**config.mk**
```make
export PLATFORM = sky130hd
export DESIGN_NAME = refcounted_block_pool_manager
export DESIGN_NICKNAME = d
export VERILOG_FILES = /design/src/sv/rbpm_pkg.sv /design/src/sv/rbpm_ram.sv /design/src/sv/rbpm_free_search.sv /design/src/sv/refcounted_block_pool_manager.sv
export SDC_FILE = /design/constraint.sdc
export NUM_CORES = 2
export LEC_CHECK = 0
export ABC_AREA = 1
export BUFFER_PORTS_ARGS = -buffer_cell sky130_fd_sc_hd__clkbuf_2
export CORE_MARGIN = 5
export CORE_UTILIZATION = 45
export CTS_CLUSTER_SIZE = 28
export DETAILED_ROUTE_END_ITERATION = 6
export GPL_TIMING_DRIVEN = 1
export PLACE_DENSITY = 0.64
export SKIP_LAST_GASP = 1
export SYNTH_ARGS = -nofsm -noshare
export SYNTH_HDL_FRONTEND = slang
export SYNTH_SLANG_ARGS = --single-unit
```
**constraint.sdc**
```tcl
create_clock -name clk -period 12.9 [get_ports clk]
set_input_delay 0.645 -clock clk [delete_from_list [all_inputs] [get_ports clk]]
set_output_delay 0.645 -clock clk [all_outputs]
set_load 0.05 [all_outputs]
```
**src/sv/rbpm_pkg.sv**
```systemverilog
// Shared types and constants for the reference-counted block pool manager.
`default_nettype none
package rbpm_pkg;

  localparam int POOL_BLOCKS_DEF = 128;
  localparam int BLOCK_BYTES_DEF = 256;
  localparam int COUNT_BITS_DEF  = 8;

  localparam int IDX_W   = 7;
  localparam int SIZE_W  = 13;
  localparam int TOTAL_W = 8;
  localparam int GROUP_W = 16;

  typedef enum logic [1:0] {
    KIND_ALLOC   = 2'd0,
    KIND_ACQUIRE = 2'd1,
    KIND_RELEASE = 2'd2,
    KIND_LOOKUP  = 2'd3
  } kind_t;

  typedef enum logic [2:0] {
    STAT_OK         = 3'd0,
    STAT_BAD_SIZE   = 3'd1,
    STAT_EXHAUSTED  = 3'd2,
    STAT_BAD_HANDLE = 3'd3,
    STAT_NOT_IN_USE = 3'd4,
    STAT_COUNT_ERR  = 3'd5
  } status_t;

  typedef enum logic [1:0] {
    BST_FREE    = 2'd0,
    BST_ALLOC   = 2'd1,
    BST_SHARED  = 2'd2,
    BST_INVALID = 2'd3
  } bstate_t;

  typedef struct packed {
    kind_t        kind;
    logic [15:0]  request_size;
    logic [31:0]  handle;
  } in_t;

  typedef struct packed {
    status_t             status;
    logic [31:0]         result_handle;
    logic [IDX_W-1:0]    block_index;
    logic [SIZE_W-1:0]   block_size;
    logic                handle_valid;
    logic [TOTAL_W-1:0]  active_blocks;
    logic [TOTAL_W-1:0]  peak_blocks;
    logic [TOTAL_W-1:0]  free_blocks;
  } out_t;

  typedef struct packed {
    logic              found;
    logic [IDX_W-1:0]  idx;
  } search_t;

endpackage
`default_nettype wire

```
**src/sv/rbpm_ram.sv**
```systemverilog
// Generic single-port-write, registered-read RAM.
`default_nettype none
module rbpm_ram #(
  parameter int WIDTH = 8,
  parameter int DEPTH = 128
) (
  input  wire logic                                   clk,
  input  wire logic                                   we,
  input  wire logic [(DEPTH > 1 ? $clog2(DEPTH) : 1)-1:0] waddr,
  input  wire logic [WIDTH-1:0]                       wdata,
  input  wire logic                                   re,
  input  wire logic [(DEPTH > 1 ? $clog2(DEPTH) : 1)-1:0] raddr,
  output logic      [WIDTH-1:0]                       rdata
);

  logic [WIDTH-1:0] mem [DEPTH];

  always_ff @(posedge clk) begin
    if (we) begin
      mem[waddr] <= wdata;
    end
    if (re) begin
      rdata <= mem[raddr];
    end
  end

endmodule
`default_nettype wire

```
**src/sv/rbpm_free_search.sv**
```systemverilog
// Two-stage lowest-free-block search over the free bitmap.
`default_nettype none
module rbpm_free_search #(
  parameter int POOL_BLOCKS = rbpm_pkg::POOL_BLOCKS_DEF
) (
  input  wire logic                   clk,
  input  wire logic                   load,
  input  wire logic [POOL_BLOCKS-1:0] free_map,
  output rbpm_pkg::search_t           result
);

  localparam int NG = (POOL_BLOCKS + rbpm_pkg::GROUP_W - 1) / rbpm_pkg::GROUP_W;
  localparam int PAD_W = NG * rbpm_pkg::GROUP_W;

  logic [PAD_W-1:0] padded;
  logic [NG-1:0]    any_r;
  logic [3:0]       off_r [NG];

  function automatic logic [3:0] lowest16(input logic [15:0] v);
    logic [3:0] r;
    r = 4'd0;
    for (int i = 15; i >= 0; i--) begin
      if (v[i]) begin
        r = 4'(i);
      end
    end
    return r;
  endfunction

  assign padded = PAD_W'(free_map);

  always_ff @(posedge clk) begin
    if (load) begin
      for (int g = 0; g < NG; g++) begin
        any_r[g] <= |padded[g*rbpm_pkg::GROUP_W +: rbpm_pkg::GROUP_W];
        off_r[g] <= lowest16(padded[g*rbpm_pkg::GROUP_W +: rbpm_pkg::GROUP_W]);
      end
    end
  end

  always_comb begin
    result.found = 1'b0;
    result.idx   = '0;
    for (int g = NG - 1; g >= 0; g--) begin
      if (any_r[g]) begin
        result.found = 1'b1;
        result.idx   = rbpm_pkg::IDX_W'(g * rbpm_pkg::GROUP_W) +
                       rbpm_pkg::IDX_W'(off_r[g]);
      end
    end
  end

endmodule
`default_nettype wire

```
**src/sv/refcounted_block_pool_manager.sv**
```systemverilog
// Top level of the reference-counted fixed-block buffer pool manager.
// Requests enter on in_valid/in_ready with in_data (kind, request_size,
// handle); each request produces exactly one result on out_valid/out_ready
// with out_data (status, handle, index, size, validity and pool counts).
// A request is handled in two states: the accept edge reads the block entry RAM
// and registers the first free-search stage; the execute state resolves the
// lowest free block, writes the entry back and loads the result register. As
// each request read-modify-writes the entry RAM, a new one is accepted only
// after the current one leaves its execute state. The result register lets the
// next request be accepted while a result waits; if the receiver holds out_ready
// low, the second request waits in its execute state until the result register
// empties. Reset is synchronous on rst_n: the pool is all free at once (a
// per-block free bitmap in flops marks entries that read as free, count zero,
// full block size), active and peak counts clear, and no clearing pass is needed.
`default_nettype none
module refcounted_block_pool_manager #(
  parameter int POOL_BLOCKS = rbpm_pkg::POOL_BLOCKS_DEF,
  parameter int BLOCK_BYTES = rbpm_pkg::BLOCK_BYTES_DEF,
  parameter int COUNT_BITS  = rbpm_pkg::COUNT_BITS_DEF
) (
  input  wire logic           clk,
  input  wire logic           rst_n,
  input  wire logic           in_valid,
  output logic                in_ready,
  input  wire rbpm_pkg::in_t  in_data,
  output logic                out_valid,
  input  wire logic           out_ready,
  output rbpm_pkg::out_t      out_data
);

  localparam int IW      = POOL_BLOCKS > 1 ? $clog2(POOL_BLOCKS) : 1;
  localparam int SW      = rbpm_pkg::SIZE_W;
  localparam int TW      = rbpm_pkg::TOTAL_W;
  localparam int ENTRY_W = 2 + COUNT_BITS + SW;

  typedef enum logic {S_IDLE, S_EXEC} fsm_t;

  fsm_t                   state_r, state_nxt;
  logic [POOL_BLOCKS-1:0] free_map_r;
  logic [TW-1:0]          active_r, active_nxt;
  logic [TW-1:0]          peak_r, peak_nxt;
  logic                   out_valid_r;
  rbpm_pkg::out_t         out_data_r, out_nxt;

  rbpm_pkg::kind_t        kind_r;
  logic [15:0]            size_r;
  logic [IW-1:0]          hidx_r;
  logic                   hbad_r;

  logic                   in_fire, exec_fire, hbad_in;
  logic [15:0]            h_lo;
  rbpm_pkg::search_t      search;

  logic [ENTRY_W-1:0]     ram_rdata, ram_wdata;
  logic                   ram_we;
  logic                   free_hit;
  rbpm_pkg::bstate_t      st, nst;
  logic [COUNT_BITS-1:0]  cnt, ncnt;
  logic [SW-1:0]          sz, nsz;
  logic [IW-1:0]          idx;
  logic                   has_idx, in_use, free_set, free_clr;

  assign in_ready  = rst_n && (state_r == S_IDLE);
  assign in_fire   = in_valid && in_ready;
  assign exec_fire = (state_r == S_EXEC) && (!out_valid_r || out_ready);
  assign out_valid = out_valid_r;
  assign out_data  = out_data_r;

  assign h_lo    = in_data.handle[15:0];
  assign hbad_in = (in_data.handle == 32'd0) ||
                   (in_data.handle[31:16] != ~h_lo) ||
                   (h_lo >= 16'(POOL_BLOCKS));

  rbpm_ram #(
    .WIDTH (ENTRY_W),
    .DEPTH (POOL_BLOCKS)
  ) u_entry_ram (
    .clk   (clk),
    .we    (ram_we),
    .waddr (idx),
    .wdata (ram_wdata),
    .re    (in_fire),
    .raddr (in_data.handle[IW-1:0]),
    .rdata (ram_rdata)
  );

  rbpm_free_search #(
    .POOL_BLOCKS (POOL_BLOCKS)
  ) u_free_search (
    .clk      (clk),
    .load     (in_fire),
    .free_map (free_map_r),
    .result   (search)
  );

  assign free_hit = free_map_r[hidx_r];

  always_comb begin
    if (free_hit) begin
      st  = rbpm_pkg::BST_FREE;
      cnt = '0;
      sz  = SW'(BLOCK_BYTES);
    end else begin
      st  = rbpm_pkg::bstate_t'(ram_rdata[ENTRY_W-1 -: 2]);
      cnt = ram_rdata[SW +: COUNT_BITS];
      sz  = ram_rdata[SW-1:0];
    end
  end

  always_comb begin
    out_nxt               = '0;
    out_nxt.status        = rbpm_pkg::STAT_OK;
    has_idx               = 1'b0;
    idx                   = hidx_r;
    nst                   = st;
    ncnt                  = cnt;
    nsz                   = sz;
    ram_we                = 1'b0;
    free_set              = 1'b0;
    free_clr              = 1'b0;
    active_nxt            = active_r;
    peak_nxt              = peak_r;
    state_nxt             = state_r;

    case (kind_r)
      rbpm_pkg::KIND_ALLOC: begin
        if (size_r == 16'd0 || size_r > 16'(BLOCK_BYTES)) begin
          out_nxt.status = rbpm_pkg::STAT_BAD_SIZE;
        end else if (!search.found) begin
          out_nxt.status = rbpm_pkg::STAT_EXHAUSTED;
        end else begin
          has_idx  = 1'b1;
          idx      = search.idx[IW-1:0];
          nst      = rbpm_pkg::BST_ALLOC;
          ncnt     = COUNT_BITS'(1);
          nsz      = SW'(size_r);
          ram_we   = exec_fire;
          free_clr = 1'b1;
          if (active_r != {TW{1'b1}}) begin
            active_nxt = active_r + TW'(1);
          end
          out_nxt.result_handle = {~16'(idx), 16'(idx)};
        end
      end
      default: begin
        if (hbad_r) begin
          out_nxt.status = rbpm_pkg::STAT_BAD_HANDLE;
        end else begin
          has_idx = 1'b1;
          in_use  = (st == rbpm_pkg::BST_ALLOC) || (st == rbpm_pkg::BST_SHARED);
          case (kind_r)
            rbpm_pkg::KIND_ACQUIRE: begin
              if (!in_use) begin
                out_nxt.status = rbpm_pkg::STAT_NOT_IN_USE;
              end else if (cnt == {COUNT_BITS{1'b1}}) begin
                out_nxt.status = rbpm_pkg::STAT_COUNT_ERR;
              end else begin
                ncnt   = cnt + COUNT_BITS'(1);
                ram_we = exec_fire;
                if (cnt == COUNT_BITS'(1)) begin
                  nst = rbpm_pkg::BST_SHARED;
                end
              end
            end
            rbpm_pkg::KIND_RELEASE: begin
              if (!in_use) begin
                out_nxt.status = rbpm_pkg::STAT_NOT_IN_USE;
              end else if (cnt == '0) begin
                nst            = rbpm_pkg::BST_INVALID;
                ram_we         = exec_fire;
                out_nxt.status = rbpm_pkg::STAT_COUNT_ERR;
              end else begin
                ncnt   = cnt - COUNT_BITS'(1);
                ram_we = exec_fire;
                if (cnt == COUNT_BITS'(1)) begin
                  nst      = rbpm_pkg::BST_FREE;
                  nsz      = SW'(BLOCK_BYTES);
                  free_set = 1'b1;
                  if (active_r != '0) begin
                    active_nxt = active_r - TW'(1);
                  end
                end else if (cnt == COUNT_BITS'(2)) begin
                  nst = rbpm_pkg::BST_ALLOC;
                end
              end
            end
            default: begin
              if (!in_use) begin
                out_nxt.status = rbpm_pkg::STAT_NOT_IN_USE;
              end else if (cnt == '0) begin
                out_nxt.status = rbpm_pkg::STAT_COUNT_ERR;
              end
            end
          endcase
        end
      end
    endcase

    if (active_nxt > peak_r) begin
      peak_nxt = active_nxt;
    end

    in_use = (nst == rbpm_pkg::BST_ALLOC) || (nst == rbpm_pkg::BST_SHARED);
    if (has_idx) begin
      out_nxt.block_index  = rbpm_pkg::IDX_W'(idx);
      out_nxt.block_size   = in_use ? nsz : '0;
      out_nxt.handle_valid = in_use && (ncnt != '0);
    end
    out_nxt.active_blocks = active_nxt;
    out_nxt.peak_blocks   = peak_nxt;
    out_nxt.free_blocks   = (active_nxt >= TW'(POOL_BLOCKS)) ? '0
                            : TW'(POOL_BLOCKS) - active_nxt;

    case (state_r)
      S_IDLE: begin
        if (in_fire) begin
          state_nxt = S_EXEC;
        end
      end
      S_EXEC: begin
        if (exec_fire) begin
          state_nxt = S_IDLE;
        end
      end
      default: begin
        state_nxt = S_IDLE;
      end
    endcase
  end

  assign ram_wdata = {nst, ncnt, nsz};

  always_ff @(posedge clk) begin
    if (!rst_n) begin
      state_r     <= S_IDLE;
      free_map_r  <= '1;
      active_r    <= '0;
      peak_r      <= '0;
      out_valid_r <= 1'b0;
    end else begin
      state_r <= state_nxt;
      if (in_fire) begin
        kind_r <= in_data.kind;
        size_r <= in_data.request_size;
        hidx_r <= in_data.handle[IW-1:0];
        hbad_r <= hbad_in;
      end
      if (exec_fire) begin
        active_r    <= active_nxt;
        peak_r      <= peak_nxt;
        out_data_r  <= out_nxt;
        out_valid_r <= 1'b1;
        if (free_clr) begin
          free_map_r[idx] <= 1'b0;
        end
        if (free_set) begin
          free_map_r[idx] <= 1'b1;
        end
      end else if (out_ready) begin
        out_valid_r <= 1'b0;
      end
    end
  end

endmodule
`default_nettype wire

```
=== Word-level counts from Yosys, hierarchy flattened ===
Memories as Yosys holds them, arrays and structs flattened. A register that Yosys moved wholly into a read port is not among the register bits.
Index checks and enable logic that the tools add are counted.

* Add/subtract/negate cells: 12
* $lt $le $gt $ge: 7
* Equality and inequality tests: 11
* Mux-type cells: 234
* Bitwise logic cells: 8
* Reduce and logical (&&, ||, !) cells: 32

{| class="wikitable"
|+ Operators with widths
! operator !! number
|-
| 4-bit two-way mux || 136
|-
| 128-bit two-way mux || 4
|-
| 8-bit two-way mux || 28
|-
| 128-bit bitwise AND || 1
|-
| 128-bit NOT || 1
|-
| 128-bit OR || 1
|-
| 16-bit OR reduction || 8
|-
| 13-bit two-way mux || 9
|-
| 32-bit zero test || 1
|-
| 1-bit two-way mux || 27
|-
| 2-bit two-way mux || 13
|-
| 3-bit two-way mux || 8
|-
| 7-bit two-way mux || 3
|-
| 8-bit by 1-bit adder with 8-bit output (second input constant) || 2
|-
| 16-bit by 8-bit >= comparator with 1-bit output (second input constant) || 1
|-
| 16-bit by 9-bit > comparator with 1-bit output (second input constant) || 1
|-
| 16-bit zero test || 1
|-
| 7-bit by 8-bit less-than comparator with 1-bit output (second input constant) || 2
|-
| 16-bit != test || 1
|-
| 16-bit NOT || 1
|-
| 7-bit NOT with 16-bit output || 1
|-
| 8-bit case mux with 2 select lines || 1
|-
| 8-bit nonzero test || 2
|-
| 8-bit by 1-bit subtractor with 8-bit output (second input constant) || 2
|-
| other kinds (29) || 49
|}

* Flip-flop bits (word level): 260
* RAM bits: 2,976
* Input bits: 54
* Output and inout bits: 82
* Word-level logic and storage cells: 325
* Memories kept: 2

{| class="wikitable"
|+ Memories
! name !! words !! width !! rd ports !! clocked after Yosys merged registers in !! write ports !! line !! source
|-
| u_entry_ram.mem || 128 || 23 || 1 || 1 || 1 || rbpm_ram.sv:16 || <nowiki>logic [WIDTH-1:0] mem [DEPTH];</nowiki>
|-
| u_free_search.off_r || 8 || 4 || 8 || 0 || 8 || rbpm_free_search.sv:17 || <nowiki>logic [3:0] off_r [NG];</nowiki>
|}

=== Logic depth before layout (Yosys ltp) ===
An unclocked memory read counts as a cell.

* Depth after elaboration: 24
* Gate-level depth with buffers: 37

=== By module ===
Synthesis repeated with hierarchy kept, for this count alone.

* Cell total of the unflattened synthesis: 12,177
* Area total of the unflattened synthesis: 136,096.8 um^2

{| class="wikitable"
|+ By module, submodules not included
! module !! times used !! cells each !! area an instance (um^2) !! sequential area each (um^2)
|-
| rbpm_ram || 1 || 9,678 || 119,015.4 || 89,095.4
|-
| refcounted_block_pool_manager || 1 || 1,998 || 13,894.6 || 5,595.4
|-
| rbpm_free_search || 1 || 501 || 3,186.8 || 1,201.2
|}

=== Worst setup path before layout ===
No wires, ideal clock.

* Kind: register to register
* Start point: register hidx_r[0]
* End point: memory u_entry_ram.mem[0][15] (netlist name) (data pin)
* Library setup time: 1,207 ps
* Arrival: 6,820 ps
* Required time: 11,693 ps
* Setup slack: 4,872 ps
* Stages on the path, launching flop included: 16
* Buffers on the path: 4
* Path through: edfxtp_1 buf_6 buf_6 buf_6 nand2_1 nand3_1 nand3_1 nand3_1 nand2_1 nand2_1 nand3_1 nand3_2 nand2_4 buf_2 nand2_1 o21ai_0

* Word-level cells in the longest chain between the ends: 9
* Elaborated cells between the ends (all ways): 20

{| class="wikitable"
|+ Ends and longest elaborated chain
! item !! line !! source
|-
| start, declared || refcounted_block_pool_manager.sv:47 || <nowiki>logic [IW-1:0] hidx_r;</nowiki>
|-
| start signal, assigned || refcounted_block_pool_manager.sv:245 || <nowiki>hidx_r <= in_data.handle[IW-1:0];</nowiki>
|-
| 1-bit binary-select mux with 7-bit select (*) || refcounted_block_pool_manager.sv:96 || <nowiki>assign free_hit = free_map_r[hidx_r];</nowiki>
|-
| 1-bit two-way mux (not written as such) (*) || refcounted_block_pool_manager.sv:96 ||
|-
| 8-bit two-way mux / 2-bit two-way mux (equally long branches) || refcounted_block_pool_manager.sv:99 || <nowiki>if (free_hit) begin</nowiki>
|-
| 8-bit by 1-bit subtractor with 8-bit output, or another cell as far along || refcounted_block_pool_manager.sv:173 || <nowiki>ncnt = cnt - COUNT_BITS'(1);</nowiki>
|-
| 8-bit two-way mux, or another cell as far along || refcounted_block_pool_manager.sv:168 || <nowiki>end else if (cnt == '0) begin</nowiki>
|-
| 8-bit two-way mux, on equally long branches || refcounted_block_pool_manager.sv:166, refcounted_block_pool_manager.sv:153 ||
|-
| 8-bit case mux with 2 select lines || refcounted_block_pool_manager.sv:151 || <nowiki>case (kind_r)</nowiki>
|-
| 8-bit two-way mux || refcounted_block_pool_manager.sv:146 || <nowiki>if (hbad_r) begin</nowiki>
|-
| 8-bit two-way mux (*) || refcounted_block_pool_manager.sv:125 || <nowiki>case (kind_r)</nowiki>
|-
| named net ncnt[2] || refcounted_block_pool_manager.sv:58 || <nowiki>logic [COUNT_BITS-1:0] cnt, ncnt;</nowiki>
|-
| end, declared || rbpm_ram.sv:16 ||
|}

Mark *: on every way through the listed nets, which the timed path passes. The rest lies on a longest branch. The select of a mux whose other input is x is not followed.

=== Final worst setup path ===
* Start point: register hidx_r[2]
* End point: memory u_entry_ram.mem[126][12] (netlist name) (data pin)

* Word-level cells in the longest chain between the ends: 10
* Elaborated cells between the ends (all ways): 18

{| class="wikitable"
|+ Ends and longest elaborated chain
! item !! line !! source
|-
| 1-bit binary-select mux with 7-bit select (*) || refcounted_block_pool_manager.sv:96 ||
|-
| 1-bit two-way mux (not written as such) (*) || refcounted_block_pool_manager.sv:96 ||
|-
| 8-bit two-way mux || refcounted_block_pool_manager.sv:99 ||
|-
| 8-bit by 1-bit equality test with 1-bit output || refcounted_block_pool_manager.sv:175 || <nowiki>if (cnt == COUNT_BITS'(1)) begin</nowiki>
|-
| 13-bit two-way mux || refcounted_block_pool_manager.sv:175 ||
|-
| 13-bit two-way mux || refcounted_block_pool_manager.sv:168 ||
|-
| 13-bit two-way mux || refcounted_block_pool_manager.sv:166 || <nowiki>if (!in_use) begin</nowiki>
|-
| 13-bit two-way mux || refcounted_block_pool_manager.sv:151 ||
|-
| 13-bit two-way mux || refcounted_block_pool_manager.sv:146 ||
|-
| 13-bit two-way mux (*) || refcounted_block_pool_manager.sv:125 ||
|-
| named net nsz[12] || refcounted_block_pool_manager.sv:59 || <nowiki>logic [SW-1:0] sz, nsz;</nowiki>
|}

Marked as above.

==> flow_summary.yaml <==
timing:
  setup_viol: 0
  slew_headroom_pct: 11.4
  period_minus_slack_ns: 6.90
  fmax_mhz: 145
  rsz0062_at_grt: "no"
  tightest_slew_ns: 1.33
  hold_violations: 0
  setup-tns-final_ns: 0
  skew_ns: 0.0701
  drv_slew: 0
  min_period_over_period_pct: 53.5
  finalWorstSetupSlack_ns: 6.00
synthesis:
  synth_cell_types: 54
  synth.ff_latch_count: 3242
  synth_ff_type: "edfxtp_1"
  synthCells: 11000
  syn_area_per_cell_sq_um: 12.0
  yosysWarnings: 0
  synth_area_sq_um: 132000
  seq_area_frac_synth_pct: 72.5
  async_reset_ff_share_pct: 0
  synth_edf_count: 3096
pwr:
  ir_drop_uv: 144
  power_density_nw_per_um2: 154
  leakagePower_uw: 0.0476
clocking:
  path_clk_slew_ns: 0.06
  clock_latency_ns: 0.90
  cts_sinks: 3242
  cts_root_buf: "clkbuf_16"
  htree_levels: 5
  cts_setup_buffers: 0
  cts_tree: "done"
  cts_made_buffers: 327
  cts_buffer_depth: 4
die:
  ios: 136
  die_w_um: 552
  die-height_um: 552
  dieArea_sq_um: 305000
  core_sq_um: 293000
  fp-row-count: 199
  start_util_pct: 45.1
global_routing:
  grt_pass1_wl_um: 589000
  grtUsageTotal_pct: 25.6
  antenna_found_initial: 26
  grt_max_degree: 189
  overflow: 0
  grt_pass1_vias: 86700
setup_path:
  critPathMaxStageDelay_ns: 0.94
  crit_chain: "inv_1 -> nand3_1 -> nand3_1 -> nand2_1 -> nand2_1 -> nand3_1 -> nand3_2 -> nand2_4 -> nand2_1 -> ha_1 -> nand2_1 -> nor2_4 -> nand4_4 -> nor2_4 -> buf_4 -> inv_2 -> nand2_1 -> inv_1 -> nand3_1 -> inv_4 -> buf_4"
  worstSetupStartpoint: "hidx_r[2]$_DFFE_PP_"
  crit_family: "buffers and inverters"
  critPathArrivalTime_ns: 7.45
  crit_cells: 21
  worstPathRequired_ns: 13.45
  rr_startpoint: "hidx_r[2]$_DFFE_PP_"
  crit_slowest_cell: "edfxtp_1"
  crit_fanout: 66
  cp_common_cell: "nand2_1"
  cp_num_buf_inv: 6
  critPathCaptureType: "flop"
  rr_worst_depth: 21
  crit_type: "flop to flop"
  cp-start-kind: "flop"
worst_hold_path:
  holdPathStages: 4
  hold_class: "input port to flop"
  min_from: "out_ready"
drt:
  wl_per_cell_um: 27.0
  vias_per_cell: 6.16
  maxUsedRoutingLayer: "met5"
  routed_wl_um: 408000
  wl_met3_um: 44300
  met1_length_um: 168000
  met2_length_um: 181000
  firstDrtPassIters: 7
  route.detailed.drc: 2
  antenna_left: 0
  initialDrtViolationCount: 13600
  vias: 93100
place:
  port_buffers: 126
  place_congestion: 0.933
  dp_slack_ns: 6.25
  hpwl_um: 228000
final_layout:
  drive_above_1_share_pct: 9.41
  area_growth_pct: 11.7
  nets: 11000
outcome:
  violations: "design-rule violations"
  status: "finished, violations left"
job:
  maxCapViolations: 0
-- layout make-up --
cell class / count / area (sq um)
antenna: 12 / 30.0
inverter: 313 / 1240
timing repair buffer: 387 / 2840
tap: 3919 / 4900
sequential: 3242 / 95900
clock buffer: 403 / 8600
multi-input combinational: 6666 / 32600
fill: 25000 / 146000
clock inverter: 172 / 1690
-- logic make-up (layout without fill, tap and decap cells) --
family,count (synthesis),in the layout,share of synthesized area (%)
compound gates,3492,3492,14.6
xor+xnor,9,9,0.0596
fa+ha+maj,19,19,0.180
flops,3242,3242,72.5
simple gates,3137,3137,9.35
other cells,1,21,0.00283
buf+inv,1099,1275,3.28
-- cells in the final DEF, fill, tap and decap left out, types with 162 or more instances in the layout --
cell type / Yosys / routed
edfxtp_1: 3096 / 3096
nor2_1: 2287 / 2155
o21ai_0: 1975 / 1974
o22ai_1: 921 / 921
nand2_1: 536 / 529
clkbuf_16: 0 / 333
a21oi_1: 280 / 280
inv_1: 286 / 267
buf_4: 20 / 231
nand3_1: 198 / 198
o211ai_1: 162 / 162
-- layer usage --
metal / global-route usage (%) / up-vias
met2: 38.5 / 5457
met5: 0 / -
met3: 4.64 / 780
met1: 37.5 / 46500
met4: 8.82 / 4
li1: - / 40400
-- state kept, by name (all words and copies together), names as in the netlist --
| register | count |
|---|---|
| peak_r | 8 |
| hidx_r | 7 |
| kind_r | 2 |
| free_map_r | 128 |
| u_entry_ram.mem | 2944 |
| hbad_r | 1 |
| out_valid | 1 |
| u_free_search.off_r | 32 |
| state_r | 1 |
| size_r | 16 |
| out_data | 63 |
| u_entry_ram.rdata | 23 |
| u_free_search.any_r | 8 |
| active_r | 8 |
-- cell usage after synthesis (15+ instances only) --
master	instances	area, sq um
o211ai_1	162	1220
o32ai_1	43	377
nor4_1	15	93.8
inv_2	20	75.1
nor2_1	2287	8580
o21ai_1	61	305
dfxtp_1	146	2920
buf_1	24	90.1
inv_1	286	1070
clkbuf_1	689	2590
o21ai_0	1975	9880
edfxtp_1	3096	93000
buf_4	20	150
ha_1	19	238
nand3_1	198	991
nor3_1	34	170
a21oi_1	280	1400
nor2_2	22	138
nand2_1	536	2010
buf_2	41	205
o22ai_1	921	5760
-- power breakdown --
| part | leakage [uW] | total, uW | internal, uW | switching [uW] |
|---|---|---|---|---|
| clock | 0.00501 | 9280 | 5320 | 3960 |
| combinational | 0.0134 | 1660 | 365 | 1300 |
| sequential | 0.0292 | 11700 | 11700 | 65.9 |
-- final timing paths --
path	slack, ns	end
max	6.00	u_entry_ram.mem[126][12]$_DFFE_PP_
min	0.08	out_valid$_SDFFE_PN0P_
max reg2reg	6.00	u_entry_ram.mem[126][12]$_DFFE_PP_
min reg2reg	0.52	free_map_r[55]$_SDFFE_PN1P_
-- metrics by stage --
stage	hold slack, ns	total power, uW	utilization (%)	std cells	area, sq um
detailed placement	0.500	13600	46.8	14500	137000
global route	0.0926	23400	50.4	15100	148000
floorplan	0.471	12900	-	11000	132000
finish	0.0817	22700	50.4	15100	148000
global placement	0.497	13600	46.8	14500	137000
CTS	0.0269	22800	50.4	15100	148000
-- worst register-to-register path, cell delays in order (launching register included) --
cell and delay (ns):
edfxtp_1 0.94, inv_1 0.62, nand3_1 0.24, nand3_1 0.09
nand2_1 0.10, nand2_1 0.06, nand3_1 0.17, nand3_2 0.13
nand2_4 0.33, nand2_1 0.28, ha_1 0.29, nand2_1 0.11
nor2_4 0.09, nand4_4 0.14, nor2_4 0.04, buf_4 0.30
inv_2 0.40, nand2_1 0.35, inv_1 0.23, nand3_1 0.16
inv_4 0.62, buf_4 0.75
-- what timing repair did --
| action | in CTS | in global routing |
|---|---|---|
| setup endpoints to repair | 0 | 0 |
| gates resized for setup | 0 | 0 |
| hold endpoints to repair | 18 | 0 |
| hold buffers | 18 | 0 |
No activity file was read; power rests on OpenSTA's default activity.
